[config.mk]
export PLATFORM = sky130hd
export DESIGN_NAME = preemptive_priority_scheduler
export DESIGN_NICKNAME = d
export VERILOG_FILES = /design/src/pps_pkg.sv /design/src/pps_cell.sv /design/src/preemptive_priority_scheduler.sv
export SDC_FILE = /design/constraint.sdc
export NUM_CORES = 2
export LEC_CHECK = 0
export ABC_CLOCK_PERIOD_IN_PS = 7170
export BUFFER_PORTS_ARGS = -buffer_cell sky130_fd_sc_hd__buf_2
export CORE_MARGIN = 3
export CORE_UTILIZATION = 55
export CTS_CLUSTER_SIZE = 20
export DETAILED_ROUTE_END_ITERATION = 6
export PLACE_DENSITY = 0.77
export SYNTH_ARGS = -nofsm -noshare
export SYNTH_HDL_FRONTEND = slang
export SYNTH_HIERARCHICAL = 1
export SYNTH_SLANG_ARGS = --single-unit
[constraint.sdc]
create_clock -name i_clk -period 7.17 [get_ports i_clk]
set_input_delay 0.3585 -clock i_clk [delete_from_list [all_inputs] [get_ports i_clk]]
set_output_delay 0.3585 -clock i_clk [all_outputs]
set_load 0.05 [all_outputs]
[src/pps_pkg.sv]
// Shared constants, codes and link structures of the preemptive priority scheduler.
package pps_pkg;

    localparam int SLOTS = 16;
    localparam int IDX_W = (SLOTS > 1) ? $clog2(SLOTS) : 1;

    localparam logic OP_ARRIVE = 1'b0;
    localparam logic OP_TICK   = 1'b1;

    localparam logic [2:0] OUT_ACCEPTED  = 3'd0;
    localparam logic [2:0] OUT_DROPPED   = 3'd1;
    localparam logic [2:0] OUT_RAN       = 3'd2;
    localparam logic [2:0] OUT_IDLE      = 3'd3;
    localparam logic [2:0] OUT_COMPLETED = 3'd4;
    localparam logic [2:0] OUT_PREEMPTED = 3'd5;

    // Token that walks the cell row, carrying the best candidate seen so far.
    typedef struct packed {
        logic             tok;
        logic             placed;
        logic             cand_valid;
        logic [IDX_W-1:0] cand_idx;
        logic [7:0]       cand_pid;
        logic [7:0]       cand_prio;
        logic [15:0]      cand_rem;
        logic [15:0]      cand_order;
    } t_carry;

    // Request fields seen by every cell while a token is in flight.
    typedef struct packed {
        logic        op;
        logic [7:0]  pid;
        logic [7:0]  prio;
        logic [15:0] burst;
        logic [15:0] seq;
    } t_bcast;

    // Slot write issued by the controller at the end of a tick sweep.
    typedef struct packed {
        logic             en;
        logic             set;
        logic [IDX_W-1:0] idx;
        logic [7:0]       pid;
        logic [7:0]       prio;
        logic [15:0]      rem;
        logic [15:0]      order;
    } t_wr;

endpackage

[src/pps_cell.sv]
// One ready-table slot with its stage of the candidate-selection chain.
module pps_cell (
    input  logic                      i_clk,
    input  logic                      i_rst_n,
    input  logic [pps_pkg::IDX_W-1:0] i_idx,
    input  pps_pkg::t_bcast           i_bc,
    input  pps_pkg::t_wr              i_wr,
    input  pps_pkg::t_carry           i_carry,
    output pps_pkg::t_carry           o_carry
);

    logic            r_valid;
    logic [7:0]      r_pid;
    logic [7:0]      r_prio;
    logic [15:0]     r_rem;
    logic [15:0]     r_order;
    pps_pkg::t_carry r_carry;
    pps_pkg::t_carry n_carry;

    logic [15:0] w_key_own;
    logic [15:0] w_key_in;
    logic        w_better;
    logic        w_take_arr;
    logic        w_wr_hit;

    // Age relative to the next arrival stamp; smaller means earlier.
    assign w_key_own = r_order - i_bc.seq;
    assign w_key_in  = i_carry.cand_order - i_bc.seq;

    // Strictly better only, so ties stay with the lower slot index.
    assign w_better = r_valid &&
                      (!i_carry.cand_valid ||
                       (r_prio < i_carry.cand_prio) ||
                       ((r_prio == i_carry.cand_prio) && (w_key_own < w_key_in)));

    assign w_take_arr = i_carry.tok && (i_bc.op == pps_pkg::OP_ARRIVE) &&
                        !i_carry.placed && !r_valid;

    assign w_wr_hit = i_wr.en && (i_wr.idx == i_idx);

    always_comb begin
        n_carry = i_carry;
        if (i_carry.tok && (i_bc.op == pps_pkg::OP_TICK) && w_better) begin
            n_carry.cand_valid = 1'b1;
            n_carry.cand_idx   = i_idx;
            n_carry.cand_pid   = r_pid;
            n_carry.cand_prio  = r_prio;
            n_carry.cand_rem   = r_rem;
            n_carry.cand_order = r_order;
        end
        if (w_take_arr) begin
            n_carry.placed = 1'b1;
        end
    end

    always_ff @(posedge i_clk) begin
        if (!i_rst_n) begin
            r_carry <= '0;
            r_valid <= 1'b0;
        end else begin
            r_carry <= n_carry;
            if (w_take_arr) begin
                r_valid <= 1'b1;
            end else if (w_wr_hit) begin
                r_valid <= i_wr.set;
            end
        end
    end

    always_ff @(posedge i_clk) begin
        if (w_take_arr) begin
            r_pid   <= i_bc.pid;
            r_prio  <= i_bc.prio;
            r_rem   <= i_bc.burst;
            r_order <= i_bc.seq;
        end else if (w_wr_hit && i_wr.set) begin
            r_pid   <= i_wr.pid;
            r_prio  <= i_wr.prio;
            r_rem   <= i_wr.rem;
            r_order <= i_wr.order;
        end
    end

    assign o_carry = r_carry;

endmodule

[src/preemptive_priority_scheduler.sv]
// Top level of the preemptive priority scheduler: controller, running process and cell row.
// A request is latched on acceptance; the token then walks the cell row from slot 0 to the last
// slot, and the result is registered into the output register once it leaves the last cell.
// No new request is taken until the token has left the row and the controller is back in idle.
// A result that waits on the output parks in the hold state and holds back the next acceptance.
// Reset (synchronous, active low) empties the ready table, clears the running process,
// the arrival sequence and the tick counter, and drops any pending result.
module preemptive_priority_scheduler (
    input  logic        i_clk,
    input  logic        i_rst_n,
    input  logic        i_valid,
    output logic        o_ready,
    input  logic        i_op,
    input  logic [7:0]  i_proc_id,
    input  logic [15:0] i_burst_len,
    input  logic [7:0]  i_prio_level,
    output logic        o_valid,
    input  logic        i_ready,
    output logic [2:0]  o_outcome,
    output logic [7:0]  o_out_proc_id,
    output logic [31:0] o_tick_time
);

    // Controller states: waiting for a request, token in flight, result parked.
    localparam logic [1:0] ST_IDLE  = 2'd0;
    localparam logic [1:0] ST_SWEEP = 2'd1;
    localparam logic [1:0] ST_HOLD  = 2'd2;

    logic [1:0]  r_state;

    // Latched request fields, broadcast to every cell during the sweep.
    logic        r_op;
    logic [7:0]  r_pid;
    logic [7:0]  r_prio;
    logic [15:0] r_burst;
    logic        r_head_tok;

    // The running process and the global counters.
    logic        r_run_valid;
    logic [7:0]  r_run_pid;
    logic [7:0]  r_run_prio;
    logic [15:0] r_run_rem;
    logic [15:0] r_run_order;
    logic [15:0] r_arrival_seq;
    logic [31:0] r_tick_count;

    logic        n_run_valid;
    logic [7:0]  n_run_pid;
    logic [7:0]  n_run_prio;
    logic [15:0] n_run_rem;
    logic [15:0] n_run_order;

    // Output register and the parked result used when the output is still occupied.
    logic        r_o_valid;
    logic [2:0]  r_o_outcome;
    logic [7:0]  r_o_pid;
    logic [31:0] r_o_time;
    logic [2:0]  r_p_outcome;
    logic [7:0]  r_p_pid;
    logic [31:0] r_p_time;

    logic [2:0]  w_res_outcome;
    logic [7:0]  w_res_pid;

    pps_pkg::t_bcast w_bc;
    pps_pkg::t_wr    w_sched_wr;
    pps_pkg::t_wr    w_wr;
    pps_pkg::t_carry w_chain [pps_pkg::SLOTS+1];
    pps_pkg::t_carry w_last;
    logic [pps_pkg::SLOTS:0] w_tok_vec;

    logic w_in_acc;
    logic w_done;
    logic w_out_free;
    logic w_load_out;

    assign o_ready    = (r_state == ST_IDLE);
    assign w_in_acc   = i_valid && o_ready;
    assign w_last     = w_chain[pps_pkg::SLOTS];
    assign w_done     = (r_state == ST_SWEEP) && w_last.tok;
    assign w_out_free = !r_o_valid || i_ready;

    // A finished or parked result moves into the output register once it is free.
    assign w_load_out = (w_done || (r_state == ST_HOLD)) && w_out_free;

    assign w_bc = '{op: r_op, pid: r_pid, prio: r_prio, burst: r_burst, seq: r_arrival_seq};

    // The token enters the row at slot 0 with an empty candidate.
    assign w_chain[0] = '{tok: r_head_tok, default: '0};

    // Slot i sits in cell i; the token moves one cell per cycle toward the last slot.
    for (genvar g = 0; g < pps_pkg::SLOTS; g++) begin : g_cell
        pps_cell u_cell (
            .i_clk   (i_clk),
            .i_rst_n (i_rst_n),
            .i_idx   (pps_pkg::IDX_W'(g)),
            .i_bc    (w_bc),
            .i_wr    (w_wr),
            .i_carry (w_chain[g]),
            .o_carry (w_chain[g+1])
        );
    end

    always_comb begin
        for (int k = 0; k <= pps_pkg::SLOTS; k++) begin
            w_tok_vec[k] = w_chain[k].tok;
        end
    end

    // Scheduling decision once the token leaves the last cell. The best ready
    // entry is in w_last; an arrival is accepted or dropped; on a tick the running process is
    // completed, kept, preempted or replaced, then loses one unit of remaining time if it has any.
    always_comb begin
        n_run_valid   = r_run_valid;
        n_run_pid     = r_run_pid;
        n_run_prio    = r_run_prio;
        n_run_rem     = r_run_rem;
        n_run_order   = r_run_order;
        w_sched_wr    = '0;
        w_res_outcome = pps_pkg::OUT_IDLE;
        w_res_pid     = 8'd0;
        w_sched_wr.idx   = w_last.cand_idx;
        w_sched_wr.pid   = r_run_pid;
        w_sched_wr.prio  = r_run_prio;
        w_sched_wr.rem   = r_run_rem;
        w_sched_wr.order = r_run_order;

        if (r_op == pps_pkg::OP_ARRIVE) begin
            w_res_pid     = r_pid;
            w_res_outcome = w_last.placed ? pps_pkg::OUT_ACCEPTED : pps_pkg::OUT_DROPPED;
        end else begin
            if (r_run_valid && (r_run_rem == 16'd0)) begin
                w_res_outcome = pps_pkg::OUT_COMPLETED;
                w_res_pid     = r_run_pid;
                n_run_valid   = w_last.cand_valid;
            end else if (!r_run_valid) begin
                n_run_valid = w_last.cand_valid;
                if (w_last.cand_valid) begin
                    w_res_outcome = pps_pkg::OUT_RAN;
                    w_res_pid     = w_last.cand_pid;
                end
            end else if (w_last.cand_valid && (w_last.cand_prio < r_run_prio)) begin
                // The preempted process takes over the winner's slot.
                w_res_outcome  = pps_pkg::OUT_PREEMPTED;
                w_res_pid      = r_run_pid;
                w_sched_wr.set = 1'b1;
            end else begin
                w_res_outcome = pps_pkg::OUT_RAN;
                w_res_pid     = r_run_pid;
            end

            // Any case that moves the winner into the running register.
            if (w_last.cand_valid &&
                (!r_run_valid || (r_run_rem == 16'd0) || w_sched_wr.set)) begin
                w_sched_wr.en = 1'b1;
                n_run_pid     = w_last.cand_pid;
                n_run_prio    = w_last.cand_prio;
                n_run_rem     = w_last.cand_rem;
                n_run_order   = w_last.cand_order;
            end

            if (n_run_valid && (n_run_rem != 16'd0)) begin
                n_run_rem = n_run_rem - 16'd1;
            end
        end
    end

    always_comb begin
        w_wr    = w_sched_wr;
        w_wr.en = w_sched_wr.en && w_done;
    end

    always_ff @(posedge i_clk) begin
        if (!i_rst_n) begin
            r_state       <= ST_IDLE;
            r_head_tok    <= 1'b0;
            r_run_valid   <= 1'b0;
            r_run_pid     <= 8'd0;
            r_run_prio    <= 8'd0;
            r_run_rem     <= 16'd0;
            r_run_order   <= 16'd0;
            r_arrival_seq <= 16'd0;
            r_tick_count  <= 32'd0;
            r_o_valid     <= 1'b0;
        end else begin
            r_head_tok <= w_in_acc;

            if (w_load_out) begin
                r_o_valid <= 1'b1;
            end else if (r_o_valid && i_ready) begin
                r_o_valid <= 1'b0;
            end

            unique case (r_state)
                ST_IDLE: begin
                    if (w_in_acc) begin
                        r_state <= ST_SWEEP;
                    end
                end
                ST_SWEEP: begin
                    if (w_done) begin
                        if (r_op == pps_pkg::OP_TICK) begin
                            r_run_valid  <= n_run_valid;
                            r_run_pid    <= n_run_pid;
                            r_run_prio   <= n_run_prio;
                            r_run_rem    <= n_run_rem;
                            r_run_order  <= n_run_order;
                            r_tick_count <= r_tick_count + 32'd1;
                        end else if (w_last.placed) begin
                            r_arrival_seq <= r_arrival_seq + 16'd1;
                        end
                        if (w_out_free) begin
                            r_state <= ST_IDLE;
                        end else begin
                            r_state <= ST_HOLD;
                        end
                    end
                end
                ST_HOLD: begin
                    if (w_out_free) begin
                        r_state <= ST_IDLE;
                    end
                end
                default: begin
                    r_state <= ST_IDLE;
                end
            endcase
        end
    end

    // Request and result payloads.
    always_ff @(posedge i_clk) begin
        if (w_in_acc) begin
            r_op    <= i_op;
            r_pid   <= i_proc_id;
            r_prio  <= i_prio_level;
            r_burst <= i_burst_len;
        end
        if (w_done) begin
            r_p_outcome <= w_res_outcome;
            r_p_pid     <= w_res_pid;
            r_p_time    <= r_tick_count;
            if (w_out_free) begin
                r_o_outcome <= w_res_outcome;
                r_o_pid     <= w_res_pid;
                r_o_time    <= r_tick_count;
            end
        end else if ((r_state == ST_HOLD) && w_out_free) begin
            r_o_outcome <= r_p_outcome;
            r_o_pid     <= r_p_pid;
            r_o_time    <= r_p_time;
        end
    end

    assign o_valid       = r_o_valid;
    assign o_outcome     = r_o_outcome;
    assign o_out_proc_id = r_o_pid;
    assign o_tick_time   = r_o_time;

`ifndef SYNTHESIS
    a_single_token: assert property (@(posedge i_clk) disable iff (!i_rst_n)
        $onehot0(w_tok_vec))
        else $error("more than one token in the cell row");

    a_idle_no_token: assert property (@(posedge i_clk) disable iff (!i_rst_n)
        (r_state == ST_IDLE) |-> (w_tok_vec == '0))
        else $error("token in flight while the controller is idle");

    a_outcome_code: assert property (@(posedge i_clk) disable iff (!i_rst_n)
        o_valid |-> (o_outcome <= pps_pkg::OUT_PREEMPTED))
        else $error("result carries an undefined outcome code");

    a_tick_advance: assert property (@(posedge i_clk) disable iff (!i_rst_n)
        (w_done && (r_op == pps_pkg::OP_TICK)) |=>
            (r_tick_count == $past(r_tick_count) + 32'd1))
        else $error("tick counter did not advance on a tick");
`endif

endmodule
==> impl_metrics.csv <==
group,metric,value,unit
finish,area_growth,10.52,%
yosys,ys_types,101,
power,p_per_area,190.3,nW/um^2
cts,cts_buffers,195,
global_routing,track_usage,0.2948,
worst_setup_path,crit-reg2reg-launch,"r_arrival_seq[0]",
detailed_routing,routed_via_density,5.992,
global_routing,grt_max_degree,253,
power,ir_worst_vdd,258.0,uV
detailed_routing,routed_wl,307900,um
sta,period_share,0.7897,
sta,slew_viol_final,0,
min_path,min_to,"r_prio[3]",
worst_setup_path,critical_path_arrival,6.33,ns
finish,drive_gt1_frac,0.1352,
sta,finClkSkew,0.08039,ns
yosys,yosysTopAreaCellShare,0.2461,
sta,slew_headroom,0.1657,
yosys,synth-seq-area-share,0.4306,
min_path,hold_class,"primary input to register",
die,rows,162,
yosys,ys_seq_elements,1884,
yosys,syn_area,108200,um^2
die,die_x,449.6,um
worst_setup_path,path_class,"register to register",
cts,clock_latency,0.87,ns
sta,finalHoldViolCount,0,
yosys,syn_avg_cell_area,10.29,um^2
worst_setup_path,cp_max_fo,36,
worst_setup_path,cp_data_required_time,7.83,ns
die,die_h,449.6,um
die,die_area,202100,um^2
job,max_cap_viol_count,0,
worst_setup_path,r2r-end,"g_cell[0].u_cell/o_carry[43]",
cts,cts_buffer_depth,3,
die,start_util,0.5544,
yosys,synthTopCellsByArea,"edfxtp_1 25%, dfxtp_1 18%, ha_1 9.9%",
detailed_routing,dr.pass1.iters,6,
cts,clock-root-buffer,"clkbuf_16",
place,dp_hpwl,209700,um
detailed_routing,via_count,81329,
sta,timing.setup.tns,0,ns
detailed_routing,wl_per_cell,22.69,um
yosys,async_flop_share,0,
outcome,outcome,"complete, no violations",
worst_setup_path,regToRegSetupSlack,1.51,ns
sta,max_slew.worst_pin.slew,1.251,ns
worst_setup_path,cp-end-kind,"register",
yosys,synth_top_cell_by_area,"edfxtp_1",
cts,clk_transition_reported_paths,0.06,ns
global_routing,antenna_found_initial,12,
die,core-area,195200,um^2
place,placedCellCount,13161,
power,power.leakage,49.17,nW
sta,setup_viol,0,
die,ios,82,
detailed_routing,postRouteAntennaNets,0,
sta,rsz0062_at_grt,"no",
min_path,hold_depth,2,
place,place.gp.congestion,0.9510,
global_routing,overflow,0,
finish,instances_no_fill,13573,
cts,htreeDepth,4,
detailed_routing,drc_errors,0,
worst_setup_path,reg2regPathDepth,17,
yosys,synth_edf_count,887,
worst_setup_path,start_kind,"register",
cts,clkSinkCount,1884,
sta,fmax,176.6,MHz
yosys,yosysWarningCount,6,
cts,cts_tree,"built",
sta,period_needed,5.662,ns
yosys,synth_cells,10513,
yosys,synthFlopType,"dfxtp_1",
detailed_routing,drt_iter0_markers,8050,
place,place.port_buffers,81,
global_routing,grt_pass1_vias,80382,
finish,fill_cells,15501,
finish,final_nets,11698,
global_routing,grt_pass1_wl,467700,um
min_path,min-delay-start,"i_prio_level[3]",
worst_setup_path,setup.worst_path.start,"r_arrival_seq[0]",
through the flow:
| stage | setup slack (ns) | total power [mW] | util | cell area [um^2] | hold slack, ns |
|---|---|---|---|---|---|
| after floorplan | 2.158 | 12.22 | - | 109000 | 0.4174 |
| after global placement | 1.602 | 12.44 | 0.5764 | 112500 | 0.4113 |
| after detailed placement | 1.565 | 12.48 | 0.5764 | 112500 | 0.4175 |
| after CTS | 1.589 | 22.85 | 0.6126 | 119600 | 0.1534 |
| after global routing | 1.116 | 23.40 | 0.6127 | 119600 | 0.1963 |
| final | 1.508 | 22.76 | 0.6127 | 119600 | 0.2146 |
timing repair:
item	CTS	global route
hold buffers	36	0
endpoints found under the hold margin	66	0
buffers inserted	0	0
resized for setup	0	0
metal layers:
layer | up-vias | wire, um | GRT usage
met5 | - | 45 | 0
met4 | 6 | 13550 | 0.1241
met3 | 702 | 23390 | 0.04191
met2 | 3263 | 142500 | 0.4854
met1 | 39653 | 128500 | 0.3889
li1 | 37705 | - | -
synthesized netlist by cell type (27+ instances only):
| cell | n |
|---|---|
| nand2b_1 | 90 |
| mux2_2 | 716 |
| o21ai_1 | 31 |
| nor2b_1 | 255 |
| nor3_1 | 89 |
| a31o_2 | 28 |
| mux2i_1 | 852 |
| ha_1 | 859 |
| o211ai_1 | 62 |
| o21ai_0 | 210 |
| nand2_1 | 1833 |
| fa_1 | 32 |
| and3_1 | 53 |
| inv_1 | 545 |
| a211o_1 | 39 |
| a211oi_1 | 42 |
| nor2_1 | 293 |
| nor4_1 | 44 |
| a21oi_1 | 511 |
| nand3_1 | 154 |
| xnor2_1 | 287 |
| xor2_1 | 238 |
| nor4b_1 | 27 |
| nand4_1 | 82 |
| and2_1 | 31 |
| buf_6 | 38 |
| buf_2 | 122 |
| a21o_1 | 166 |
| a31oi_1 | 67 |
| dfxtp_1 | 997 |
| o21a_1 | 86 |
| clkbuf_1 | 233 |
| mux2_1 | 70 |
| edfxtp_1 | 887 |
cell families after synthesis:
kind of cell / Yosys count / synth area share
flops: 1884 / 0.4306
buf+inv: 964 / 0.03811
other cells: 2 / 0.00006940
compound gates: 1516 / 0.09337
simple gates: 3091 / 0.1292
xor+xnor: 525 / 0.04249
mux: 1640 / 0.1609
fa+ha+maj: 891 / 0.1052
critical path, stage by stage, from the launching register on:
cell      delay, ns
dfxtp_2        0.64
buf_4          0.45
ha_1           0.27
inv_1          0.07
fa_1           0.41
a21o_1         0.20
a221oi_2       0.39
o21ai_0        0.22
a31o_2         0.27
a21oi_1        0.21
xor2_1         0.11
ha_1           0.31
nand4_1        0.13
nor2_1         0.25
o311ai_0       0.27
a31oi_4        0.73
buf_12         0.38
mux2i_1        0.13
power breakdown:
part           switching [mW]  leakage, nW  internal, mW
clock network            4.48         3.27          5.98
logic                   0.564         29.8         0.364
registers               0.113         16.1          11.3
total                    5.16         49.2          17.6
area by class of cell:
cell class | instances | area [um^2] | share of cell area
timing repair buffer | 270 | 2287 | 0.01912
antenna | 4 | 10.01 | 0.00008369
clock inverter | 106 | 1180 | 0.009865
inverter | 547 | 2054 | 0.01718
tap | 2624 | 3283 | 0.02745
sequential | 1884 | 46630 | 0.3899
multi-input combinational | 7872 | 58610 | 0.4901
clock buffer | 266 | 5537 | 0.04629
sequential cells by signal (all words and copies together), names as in the netlist, 8 cells and up:
| register | count |
|---|---|
| r_burst | 16 |
| o_out_proc_id | 8 |
| r_pid | 8 |
| r_run_rem | 16 |
| r_p_time | 32 |
| r_run_pid | 8 |
| g_cell.u_cell/r_pid | 128 |
| r_prio | 8 |
| g_cell.u_cell/r_rem | 256 |
| g_cell.u_cell/o_carry | 880 |
| o_tick_time | 32 |
| g_cell.u_cell/r_order | 256 |
| r_run_order | 16 |
| r_p_pid | 8 |
| r_arrival_seq | 16 |
| r_run_prio | 8 |
| r_tick_count | 32 |
| g_cell.u_cell/r_prio | 128 |
| g_cell.u_cell/r_valid | 16 |
layout by cell type, fill, tap and decap left out, types with 210 or more instances in the layout:
cell type / instances
dfxtp_1: 969
mux2i_1: 852
inv_1: 544
nor2b_1: 254
xnor2_1: 287
ha_1: 859
nand2_1: 1833
a21oi_1: 511
o21ai_0: 210
mux2_2: 716
edfxtp_1: 887
xor2_1: 238
nor2_1: 293
how the worst max path moves through the flow:
stage,end,depth (start not counted)
after floorplan,g_cell[7].u_cell/o_carry[0],17
after global placement,g_cell[5].u_cell/o_carry[17],18
after detailed placement,g_cell[8].u_cell/o_carry[42],16
after CTS,r_run_rem[9],13
after global routing,g_cell[5].u_cell/o_carry[45],18
final,g_cell[0].u_cell/o_carry[43],17
No activity file was read; power rests on OpenSTA's default activity.
